$ cat src/sv/prtc_pkg.sv
// Types and constants of the packed-time clock with alarm compare.
package prtc_pkg;

    // Access kinds carried in the mode field.
    localparam logic [1:0] MODE_TICK  = 2'd0;
    localparam logic [1:0] MODE_READ  = 2'd1;
    localparam logic [1:0] MODE_WRITE = 2'd2;

    // Register map.
    localparam logic [2:0] REG_COUNTER = 3'd0;
    localparam logic [2:0] REG_MATCH   = 3'd1;
    localparam logic [2:0] REG_RELOAD  = 3'd2;
    localparam logic [2:0] REG_CONTROL = 3'd3;
    localparam logic [2:0] REG_RESTART = 3'd4;
    localparam logic [2:0] REG_RESET   = 3'd5;

    // Command words.
    localparam logic [31:0] CMD_RESTART = 32'h0000_005A;
    localparam logic [31:0] CMD_CLEAR   = 32'h0000_0099;

    // Rollover limits.
    localparam logic [5:0] SEC_MAX  = 6'd59;
    localparam logic [5:0] MIN_MAX  = 6'd59;
    localparam logic [4:0] HOUR_MAX = 5'd23;

    localparam int WAIT_W = 2;

    typedef struct packed {
        logic [1:0]  mode;
        logic [2:0]  reg_index;
        logic [31:0] write_value;
    } req_t;

    typedef struct packed {
        logic [31:0] read_value;
        logic        alarm_pulse;
    } rsp_t;

    // Packed time: day(15) at bit 17, hour(5) at 12, min(6) at 6, sec(6) at 0.
    typedef struct packed {
        logic [14:0] day;
        logic [4:0]  hour;
        logic [5:0]  min;
        logic [5:0]  sec;
    } time_t;

endpackage

$ cat src/sv/prtc_in_stage.sv
// Input register of the packed-time clock: holds one accepted request word.
module prtc_in_stage
    import prtc_pkg::*;
(
    input  logic clk,
    input  logic rst_n,
    input  logic req_valid,
    output logic req_ready,
    input  req_t req,
    input  logic take,
    output logic item_valid,
    output req_t item
);

    logic valid_reg;
    logic valid_next;
    req_t word_reg;

    // A held word leaves when the engine takes it, freeing the slot at once.
    assign req_ready  = !valid_reg || take;
    assign valid_next = (req_valid && req_ready) || (valid_reg && !take);

    always_ff @(posedge clk or negedge rst_n)
    begin
        if (!rst_n)
        begin
            valid_reg <= 1'b0;
        end
        else
        begin
            valid_reg <= valid_next;
        end
    end

    always_ff @(posedge clk)
    begin
        if (req_valid && req_ready)
        begin
            word_reg <= req;
        end
    end

    assign item_valid = valid_reg;
    assign item       = word_reg;

endmodule

$ cat src/sv/prtc_engine.sv
// Clock state, register file and result register of the packed-time clock.
module prtc_engine
    import prtc_pkg::*;
#(
    parameter int RESTART_TICKS = 3
)
(
    input  logic clk,
    input  logic rst_n,
    input  logic item_valid,
    input  req_t item,
    output logic take,
    output logic rsp_valid,
    input  logic rsp_ready,
    output rsp_t rsp
);

    time_t             time_reg;
    time_t             time_next;
    logic [31:0]       match_reg;
    logic [31:0]       match_next;
    logic [31:0]       reload_reg;
    logic [31:0]       reload_next;
    logic              run_reg;
    logic              run_next;
    logic              busy_reg;
    logic              busy_next;
    logic [WAIT_W-1:0] wait_reg;
    logic [WAIT_W-1:0] wait_next;
    logic              rsp_valid_reg;
    rsp_t              rsp_reg;
    rsp_t              rsp_next;
    logic              fire;
    time_t             adv_time;
    logic [WAIT_W-1:0] wait_dec;

    assign take = !rsp_valid_reg || rsp_ready;
    assign fire = item_valid && take;

    // One-second advance with carries through minutes, hours and days.
    always_comb
    begin
        adv_time = time_reg;
        if (time_reg.sec < SEC_MAX)
        begin
            adv_time.sec = time_reg.sec + 6'd1;
        end
        else
        begin
            adv_time.sec = 6'd0;
            if (time_reg.min < MIN_MAX)
            begin
                adv_time.min = time_reg.min + 6'd1;
            end
            else
            begin
                adv_time.min = 6'd0;
                if (time_reg.hour < HOUR_MAX)
                begin
                    adv_time.hour = time_reg.hour + 5'd1;
                end
                else
                begin
                    adv_time.hour = 5'd0;
                    adv_time.day  = time_reg.day + 15'd1;
                end
            end
        end
    end

    assign wait_dec = wait_reg - {{(WAIT_W-1){1'b0}}, 1'b1};

    always_comb
    begin
        logic changed;
        changed     = 1'b0;
        time_next   = time_reg;
        match_next  = match_reg;
        reload_next = reload_reg;
        run_next    = run_reg;
        busy_next   = busy_reg;
        wait_next   = wait_reg;
        rsp_next    = '0;
        case (item.mode)
            MODE_TICK:
            begin
                // A pending restart counts down even while the clock is stopped.
                if (busy_reg)
                begin
                    wait_next = wait_dec;
                    if (wait_dec == '0)
                    begin
                        time_next = time_t'(reload_reg);
                        busy_next = 1'b0;
                        changed   = 1'b1;
                    end
                end
                else if (run_reg)
                begin
                    time_next = adv_time;
                    changed   = 1'b1;
                end
                rsp_next.alarm_pulse = changed
                    && (time_next.sec  == match_reg[5:0])
                    && (time_next.min  == match_reg[11:6])
                    && (time_next.hour == match_reg[16:12]);
            end
            MODE_READ:
            begin
                case (item.reg_index)
                    REG_COUNTER: rsp_next.read_value = 32'(time_reg);
                    REG_MATCH:   rsp_next.read_value = match_reg;
                    REG_RELOAD:  rsp_next.read_value = reload_reg;
                    REG_CONTROL: rsp_next.read_value = {26'd0, busy_reg, 4'd0, run_reg};
                    default:     rsp_next.read_value = 32'd0;
                endcase
            end
            MODE_WRITE:
            begin
                case (item.reg_index)
                    REG_MATCH:   match_next  = item.write_value;
                    REG_RELOAD:  reload_next = item.write_value;
                    REG_CONTROL: run_next    = item.write_value[0];
                    REG_RESTART:
                    begin
                        if (item.write_value == CMD_RESTART)
                        begin
                            busy_next = 1'b1;
                            wait_next = WAIT_W'(RESTART_TICKS);
                        end
                    end
                    REG_RESET:
                    begin
                        if (item.write_value == CMD_CLEAR)
                        begin
                            time_next = '0;
                        end
                    end
                    default:
                    begin
                        time_next = time_reg;
                    end
                endcase
            end
            default:
            begin
                rsp_next = '0;
            end
        endcase
    end

    always_ff @(posedge clk or negedge rst_n)
    begin
        if (!rst_n)
        begin
            time_reg      <= '0;
            match_reg     <= '0;
            reload_reg    <= '0;
            run_reg       <= 1'b0;
            busy_reg      <= 1'b0;
            wait_reg      <= '0;
            rsp_valid_reg <= 1'b0;
        end
        else
        begin
            if (fire)
            begin
                time_reg   <= time_next;
                match_reg  <= match_next;
                reload_reg <= reload_next;
                run_reg    <= run_next;
                busy_reg   <= busy_next;
                wait_reg   <= wait_next;
            end
            if (take)
            begin
                rsp_valid_reg <= item_valid;
            end
        end
    end

    always_ff @(posedge clk)
    begin
        if (fire)
        begin
            rsp_reg <= rsp_next;
        end
    end

    assign rsp_valid = rsp_valid_reg;
    assign rsp       = rsp_reg;

endmodule

$ cat src/sv/packed_time_rtc_with_alarm_core.sv
// Top level of the packed-time real-time clock with alarm compare.
// Each request word is a one-second tick, a register read or a register write, and each
// gives exactly one response word. A request is registered in the input register on acceptance,
// and its response is loaded into the result register when the engine takes the word; a
// response that is not yet taken holds the engine off. The input register and the result
// register together take a new request every cycle while the response side keeps up.
// The clock state is updated in the same cycle the result is registered, so consecutive
// requests see each other's effects in order. A restart command loads the reload word
// RESTART_TICKS ticks (1 to 3) after it is written.
module packed_time_rtc_with_alarm_core
    import prtc_pkg::*;
#(
    parameter int RESTART_TICKS = 3
)
(
    input  logic clk,
    input  logic rst_n,
    input  logic req_valid,
    output logic req_ready,
    input  req_t req,
    output logic rsp_valid,
    input  logic rsp_ready,
    output rsp_t rsp
);

    logic take;
    logic item_valid;
    req_t item;

    prtc_in_stage u_in_stage (
        .clk        (clk),
        .rst_n      (rst_n),
        .req_valid  (req_valid),
        .req_ready  (req_ready),
        .req        (req),
        .take       (take),
        .item_valid (item_valid),
        .item       (item)
    );

    prtc_engine #(
        .RESTART_TICKS (RESTART_TICKS)
    ) u_engine (
        .clk        (clk),
        .rst_n      (rst_n),
        .item_valid (item_valid),
        .item       (item),
        .take       (take),
        .rsp_valid  (rsp_valid),
        .rsp_ready  (rsp_ready),
        .rsp        (rsp)
    );

endmodule

$ cat config.mk
export PLATFORM = sky130hd
export DESIGN_NAME = packed_time_rtc_with_alarm_core
export DESIGN_NICKNAME = d
export VERILOG_FILES = /design/src/sv/prtc_pkg.sv /design/src/sv/prtc_in_stage.sv /design/src/sv/prtc_engine.sv /design/src/sv/packed_time_rtc_with_alarm_core.sv
export SDC_FILE = /design/constraint.sdc
export NUM_CORES = 1
export LEC_CHECK = 0
export ABC_AREA = 1
export BUFFER_PORTS_ARGS = -buffer_cell sky130_fd_sc_hd__buf_2
export CORE_UTILIZATION = 55
export CTS_CLUSTER_DIAMETER = 80
export CTS_CLUSTER_SIZE = 28
export DETAILED_ROUTE_END_ITERATION = 12
export PLACE_DENSITY = 0.79
export REMOVE_ABC_BUFFERS = 1
export SKIP_LAST_GASP = 1
export SLEW_MARGIN = 10
export SYNTH_ARGS = -nofsm -noshare
export SYNTH_HDL_FRONTEND = slang
export SYNTH_HIERARCHICAL = 1
export SYNTH_SLANG_ARGS = --single-unit
$ cat constraint.sdc
create_clock -name clk -period 6.7 [get_ports clk]
set_input_delay 0 -clock clk [delete_from_list [all_inputs] [get_ports clk]]
set_output_delay 0 -clock clk [all_outputs]
set_load 0.02 [all_outputs]
# --- Word level (Yosys, flattened, before mapping) ---
# Index checks and enable logic that the tools add are counted.
totals:
  out_inout_bits: 35
  reg_bits: 172
  wordCells: 96
  input_bits: 41
op_classes:
  add_sub_neg: 5
  reduce_logical: 23
  muxes: 27
  n_eq_ne: 22
  magnitude_cmp: 3
ops:
  columns: ["op", "n"]
  rows:
  - ["$mux W32", 6]
  - ["$pmux W32 S4", 1]
  - ["$pmux W32 S2", 1]
  - ["$eq A32 B7 Y1 const B", 1]
  - ["$eq A32 B8 Y1 const B", 1]
  - ["$mux W26", 1]
  - ["$mux W20", 1]
  - ["$add A15 B1 Y15 const B", 1]
  - ["$mux W15", 1]
  - ["$add A6 B1 Y6 const B", 2]
  - ["$eq A6 B6 Y1", 2]
  - ["$lt A6 B6 Y1 const B", 2]
  - ["$mux W6", 2]
  - ["$ne A3 B2 Y1 const B", 3]
  - ["$reduce_and A3 Y1", 3]
  - ["$reduce_and A9 Y1", 1]
  - ["$mux W1", 8]
  - ["$ne A2 B1 Y1 const B", 4]
  - ["$reduce_and A4 Y1", 2]
  - ["$eq A3 B2 Y1 const B", 2]
  - ["$eq A3 B3 Y1 const B", 2]
  - ["$logic_and A1 B1 Y1", 6]
  - ["$mux W2", 3]
  - ["$add A5 B1 Y5 const B", 1]
  - ["18 further kinds", 23]

# --- Longest topological paths before layout ---
logic_depth:
  depth_word: 11
  mapped_depth: 18
  mapped_depth_nobuf: 17

# --- Cells and area by module ---
# Netlist, hierarchy kept.
modules_own_cells:
  columns: ["mod", "seq_area_each_um2", "n_inst", "area_each_um2", "cells_per_inst"]
  rows:
  - ["prtc_engine", 3518.4, 1, 7433.4, 992]
  - ["prtc_in_stage", 1136.1, 1, 1156.1, 43]

# --- Least setup slack after synthesis ---
# Ideal clock, no wire load.
synth_timing:
  path_type: "reg-to-reg"
  startpoint: "reg u_engine.rsp_valid_reg (netlist: u_engine/rsp_valid)"
  endpoint: "reg u_in_stage.word_reg, in the netlist u_in_stage/item[0], enable pin"
  setup_ns: 0.443
  required_time_ns: 6.257
  n_path_buf: 0
  synth_period_minus_slack_ns: 2.907
  stages_incl_launch_ff: 4
  setup_slack_ns: 3.793
  arrival_time_ns: 2.463
  cell_sequence: "dfrtp_1 > nand2_1 > inv_1 > a21oi_1"
synth_via:
  elab_chain_len: 4
synth_lines:
  columns: ["element", "line", "source"]
  rows:
  - ["start: declaration", "prtc_engine.sv:30", "logic rsp_valid_reg;"]
  - ["start signal: assignment", "prtc_engine.sv:177", "rsp_valid_reg <= item_valid;"]
  - ["$logic_not A1 Y1", "prtc_engine.sv:37", "assign take = !rsp_valid_reg || rsp_ready;"]
  - ["$logic_or A1 B1 Y1", "prtc_engine.sv:37", null]
  - ["named net take", "packed_time_rtc_with_alarm_core.sv:26", "logic take;"]
  - ["$logic_or A1 B1 Y1", "prtc_in_stage.sv:20", "assign req_ready = !valid_reg || take;"]
  - ["$logic_and A1 B1 Y1", "prtc_in_stage.sv:37", "if (req_valid && req_ready)"]
  - ["end signal: assignment", "prtc_in_stage.sv:39", "word_reg <= req;"]
  - ["end: declaration", "prtc_in_stage.sv:17", "req_t word_reg;"]
# The timed path passes the listed nets, and every way through them passes these cells.
# A chain may end at the register's enable or synchronous reset.

# --- Worst setup path after layout ---
layout_timing:
  startpoint: "reg u_engine.busy_reg"
  endpoint: "reg u_engine.rsp_reg, in the netlist u_engine/rsp[0] (data pin)"
layout_via:
  elab_chain_len: 6
  elab_cells_between_ends: 10
  classes_between: "eq/ne (3); mux (4); reduce/logical (3)"
layout_lines:
  columns: ["element", "line", "source"]
  rows:
  - ["start: declaration", "prtc_engine.sv:26", "logic busy_reg;"]
  - ["start signal: assignment", "prtc_engine.sv:172", "busy_reg <= busy_next;"]
  - ["$mux W32", "prtc_engine.sv:88", "if (busy_reg)"]
  - ["$mux W32", "prtc_engine.sv:84", "case (item.mode)"]
  - ["$eq A6 B6 Y1", "prtc_engine.sv:104", "&& (time_next.sec == match_reg[5:0])"]
  - ["$logic_and A1 B1 Y1", "prtc_engine.sv:104", null]
  - ["$logic_and A1 B1 Y1", "prtc_engine.sv:105", "&& (time_next.min == match_reg[11:6])"]
  - ["$logic_and A1 B1 Y1 (*)", "prtc_engine.sv:106", "&& (time_next.hour == match_reg[16:12]);"]
  - ["end signal: assignment", "prtc_engine.sv:186", "rsp_reg <= rsp_next;"]
  - ["end: declaration", "prtc_engine.sv:31", "rsp_t rsp_reg;"]
# Mark *: on every way between the ends. The rest lies on a longest branch, timed or not. The select of a mux whose other input is x is not followed.

==> impl_results.md <==
* Grt ovf at 0
* H-tree levels at 4
* Final Wtd Congestion at around 0.95
* Post-DP Area at 9125 um^2
* Sw Ratio at a little under two fifths
* Placement Rows at 45
* Hold Vio Cnt, Final at 0
* Critical setup path kind: flop to flop
* Avg WL per Cell at 16.80 um
* Synth top area cells: dfrtp_1 30%, edfxtp_1 24%, nand2_1 14%
* Max reg flops at 37
* HP Class: input port to asynchronous set/reset pin
* Synth cell types at 40
* HPWL Detailed at approximately 15000 um
* Multi-input logic area at approximately 3300 um^2
* Unrepaired setup endpoints after global routing: false
* CORE AREA at 15200 um^2
* Post-synth ARST share at 59.30%
* Worst path max stage delay at around 0.91 ns
* Clock Path Buffers at 2
* Clk sinks at 172
* Num CTS Buffers at 17
* Worst setup EP type: flop
* Number of synthesis warnings at 6
* GR Util All Layers at between 20% and 30%
* Final slew viol count at 0
* Residual DRC count at 0
* Post-Route WL at 22560 um
* Synth Area in Simple Gates at 24.01%
* Synth Instances at 1035
* Antenna violations before repair at 0
* Max Clock Skew at 0.008009 ns
* Reg2reg setup slack at 3.44 ns
* CP required at 6.90 ns
* Hold WS at about 0.065 ns
* CTS tree: done
* N_diodes at 0
* Arr. time, crit path at 3.45 ns
* Xor/xnor share of the synthesized area at 0.4079%
* Relative slew slack at 29.64%
* Most common cell in the synthesized netlist: nand2_1
* Final TNS setup at 0 ns
* Vias/cell at 5.701
* Run status: finished clean
* Worst path slowest cell: inv_1
* Nets at roughly 1200
* RR Endpoint: u_engine/rsp[0]$_SDFFCE_PP0P_
* Comb pwr share at 27.0%
* PostCTS Resize Cnt at 0
* Iteration count of the initial detailed-routing pass at 6
* Synth area leader: dfrtp_1
* Mux cell area share after synthesis at 0%
* Dominant synthesized flop cell: dfrtp_1
* Die outline width at approximately 130 um
* Post-CTS Hold Buffers at 41
* Synth top area share at ~30%
* Pin count of the biggest net entering global routing at 70
* Final design utilization at 66.83%
* First-pass GRT wire length at 36490 um
* Layout cells sized above 1 at 11.77%
* Die Y at 127.0 um
* Initial DRC count at 999
* Tot Pwr at 3451 uW
* Power Density at roughly 340 nW/um^2
* Ports at 76
* R2R Path Start: u_engine/busy_reg$_DFFE_PN0P_
* Filler instances at 1222
* Synthesis-to-layout area growth at 18.28%
* P_int at 2183 uW
* Number of flops mapped to enable cells by yosys at 70
* Syn Std Cell Area at 8589 um^2
* Setup bufs post-CTS at 0
* Clock power share at 29.3%
* CP max FO at 31
* Post-synthesis sequential area ratio at 54.19%
* Synth top cells by count: 323 x nand2_1, 140 x inv_1, 105 x o21ai_0
* Tcrit/Tclk final at 48.63%
* Pleak at 0.004736 uW
* Port Buffer Count at 75
* Syn Area/Cell at 8.299 um^2
* Peak supply drop at approximately 0.0002 V
* Register area at 4654 um^2
* Nature of the critical path startpoint: flop
* Main combinational cell family by area after synthesis: simple AND/OR/NAND/NOR gates
* Clock slew at reported path FFs at 0.07 ns
* NetSw at 1269 uW
* Worst-path cell chain: inv_1 -> nand4_1 -> nor2_2 -> nor2_1 -> nand2_1 -> nand2_1 -> nand2_1 -> nor2_1 -> nand4_1 -> nor2_1
* Clock root buffer: clkbuf_16
* Fmax at 306.9 MHz
* Initial cell density of the core at a little under three fifths
* DRT antenna net count at 0
* Register bit count reported by yosys at ~170
* Minimum clock period at 3.258 ns
* Number of global-route vias before repair at 7215
* Final Setup Violations at 0
* Via count at 7657
* Compound-Gate Fraction of Synth Area at 12.69%
* FF-to-FF path depth at 10
* Full die area at 16120 um^2
* Synth Area in Adders at 0.7283%
* Clk_lat worst skew at around 0.44 ns
* Worst Tran Pin Value at between 1 and 1.5 ns
* Seq pwr share at 43.7%
* Cell area after layout at ~10000 um^2
* MaxCap Viol Count at 0
-- power groups by stage --
stage	clock, uW	combinational (uW)	sequential, uW
after floorplan	0	646	1470
after global placement	0	866	1510
after detailed placement	0	881	1510
after CTS	1020	907	1500
after global routing	1070	1060	1530
final	1010	932	1510
-- cells by family (layout without fill, tap and decap cells) --
| logic type | Yosys count | in the layout |
|---|---|---|
| simple gates | 488 | 488 |
| fa+ha+maj | 5 | 5 |
| compound gates | 188 | 188 |
| xor+xnor | 4 | 4 |
| flops | 172 | 172 |
| buf+inv | 178 | 298 |
-- critical path, delay by kind of cell (launching register included) --
kind / cells / cell delay (ns)
buf+inv: 1 / 0.91
flops: 1 / 0.67
simple gates: 9 / 1.40
-- placed cells by master (no fill, tap or decap), types with 3 or more instances in the layout --
cell type,instances
a21oi_1,24
buf_2,74
buf_4,9
clkbuf_16,17
clkinv_4,3
dfrtp_1,102
dlygate4sd3_1,41
edfxtp_1,70
ha_1,5
inv_1,140
inv_6,5
inv_8,3
nand2_1,323
nand2_2,3
nand3_1,69
nand3b_1,3
nand4_1,10
nor2_1,52
nor2_2,3
nor2_4,3
nor3_1,8
nor4_1,5
o211ai_1,18
o21ai_0,105
o221ai_1,11
o22ai_1,19
or2_2,3
xor2_1,4
-- worst max path at each step --
stage | from | endpoint | slack (ns)
finish | u_engine/busy_reg$_DFFE_PN0P_ | u_engine/rsp[0]$_SDFFCE_PP0P_ | 3.44
global route | u_engine/busy_reg$_DFFE_PN0P_ | u_engine/rsp[0]$_SDFFCE_PP0P_ | 3.29
CTS | u_engine/busy_reg$_DFFE_PN0P_ | u_engine/rsp[0]$_SDFFCE_PP0P_ | 3.52
detailed placement | u_engine/busy_reg$_DFFE_PN0P_ | u_engine/rsp[0]$_SDFFCE_PP0P_ | 3.53
global placement | u_engine/busy_reg$_DFFE_PN0P_ | u_engine/rsp[0]$_SDFFCE_PP0P_ | 3.61
floorplan | u_in_stage/item[34]$_DFFE_PP_ | u_engine/reload_reg[0]$_DFFE_PN0P_ | 2.78
-- routing by layer --
layer | routed length [um] | track usage (%)
met3 | 2063 | 6.156
met4 | 710 | 14.15
met2 | 10060 | 44.89
met5 | 0 | 0
met1 | 9732 | 41.61
-- final cells by class --
cell class / instances / share of cell area (%)
tap: 188 / 2.315
inverter: 141 / 5.209
multi-input combinational: 685 / 32.17
sequential: 172 / 45.81
timing repair buffer: 125 / 8.547
clock buffer: 17 / 4.187
clock inverter: 15 / 1.761
-- stage by stage --
step           std cells  setup WS [ns]
2_1_floorplan        998          2.783
3_3_place_gp        1269          3.608
3_5_place_dp        1269          3.532
4_1_cts             1342          3.523
5_1_grt             1343          3.285
6_report            1343          3.442
Note: power is estimated with default switching activity, not from simulation.
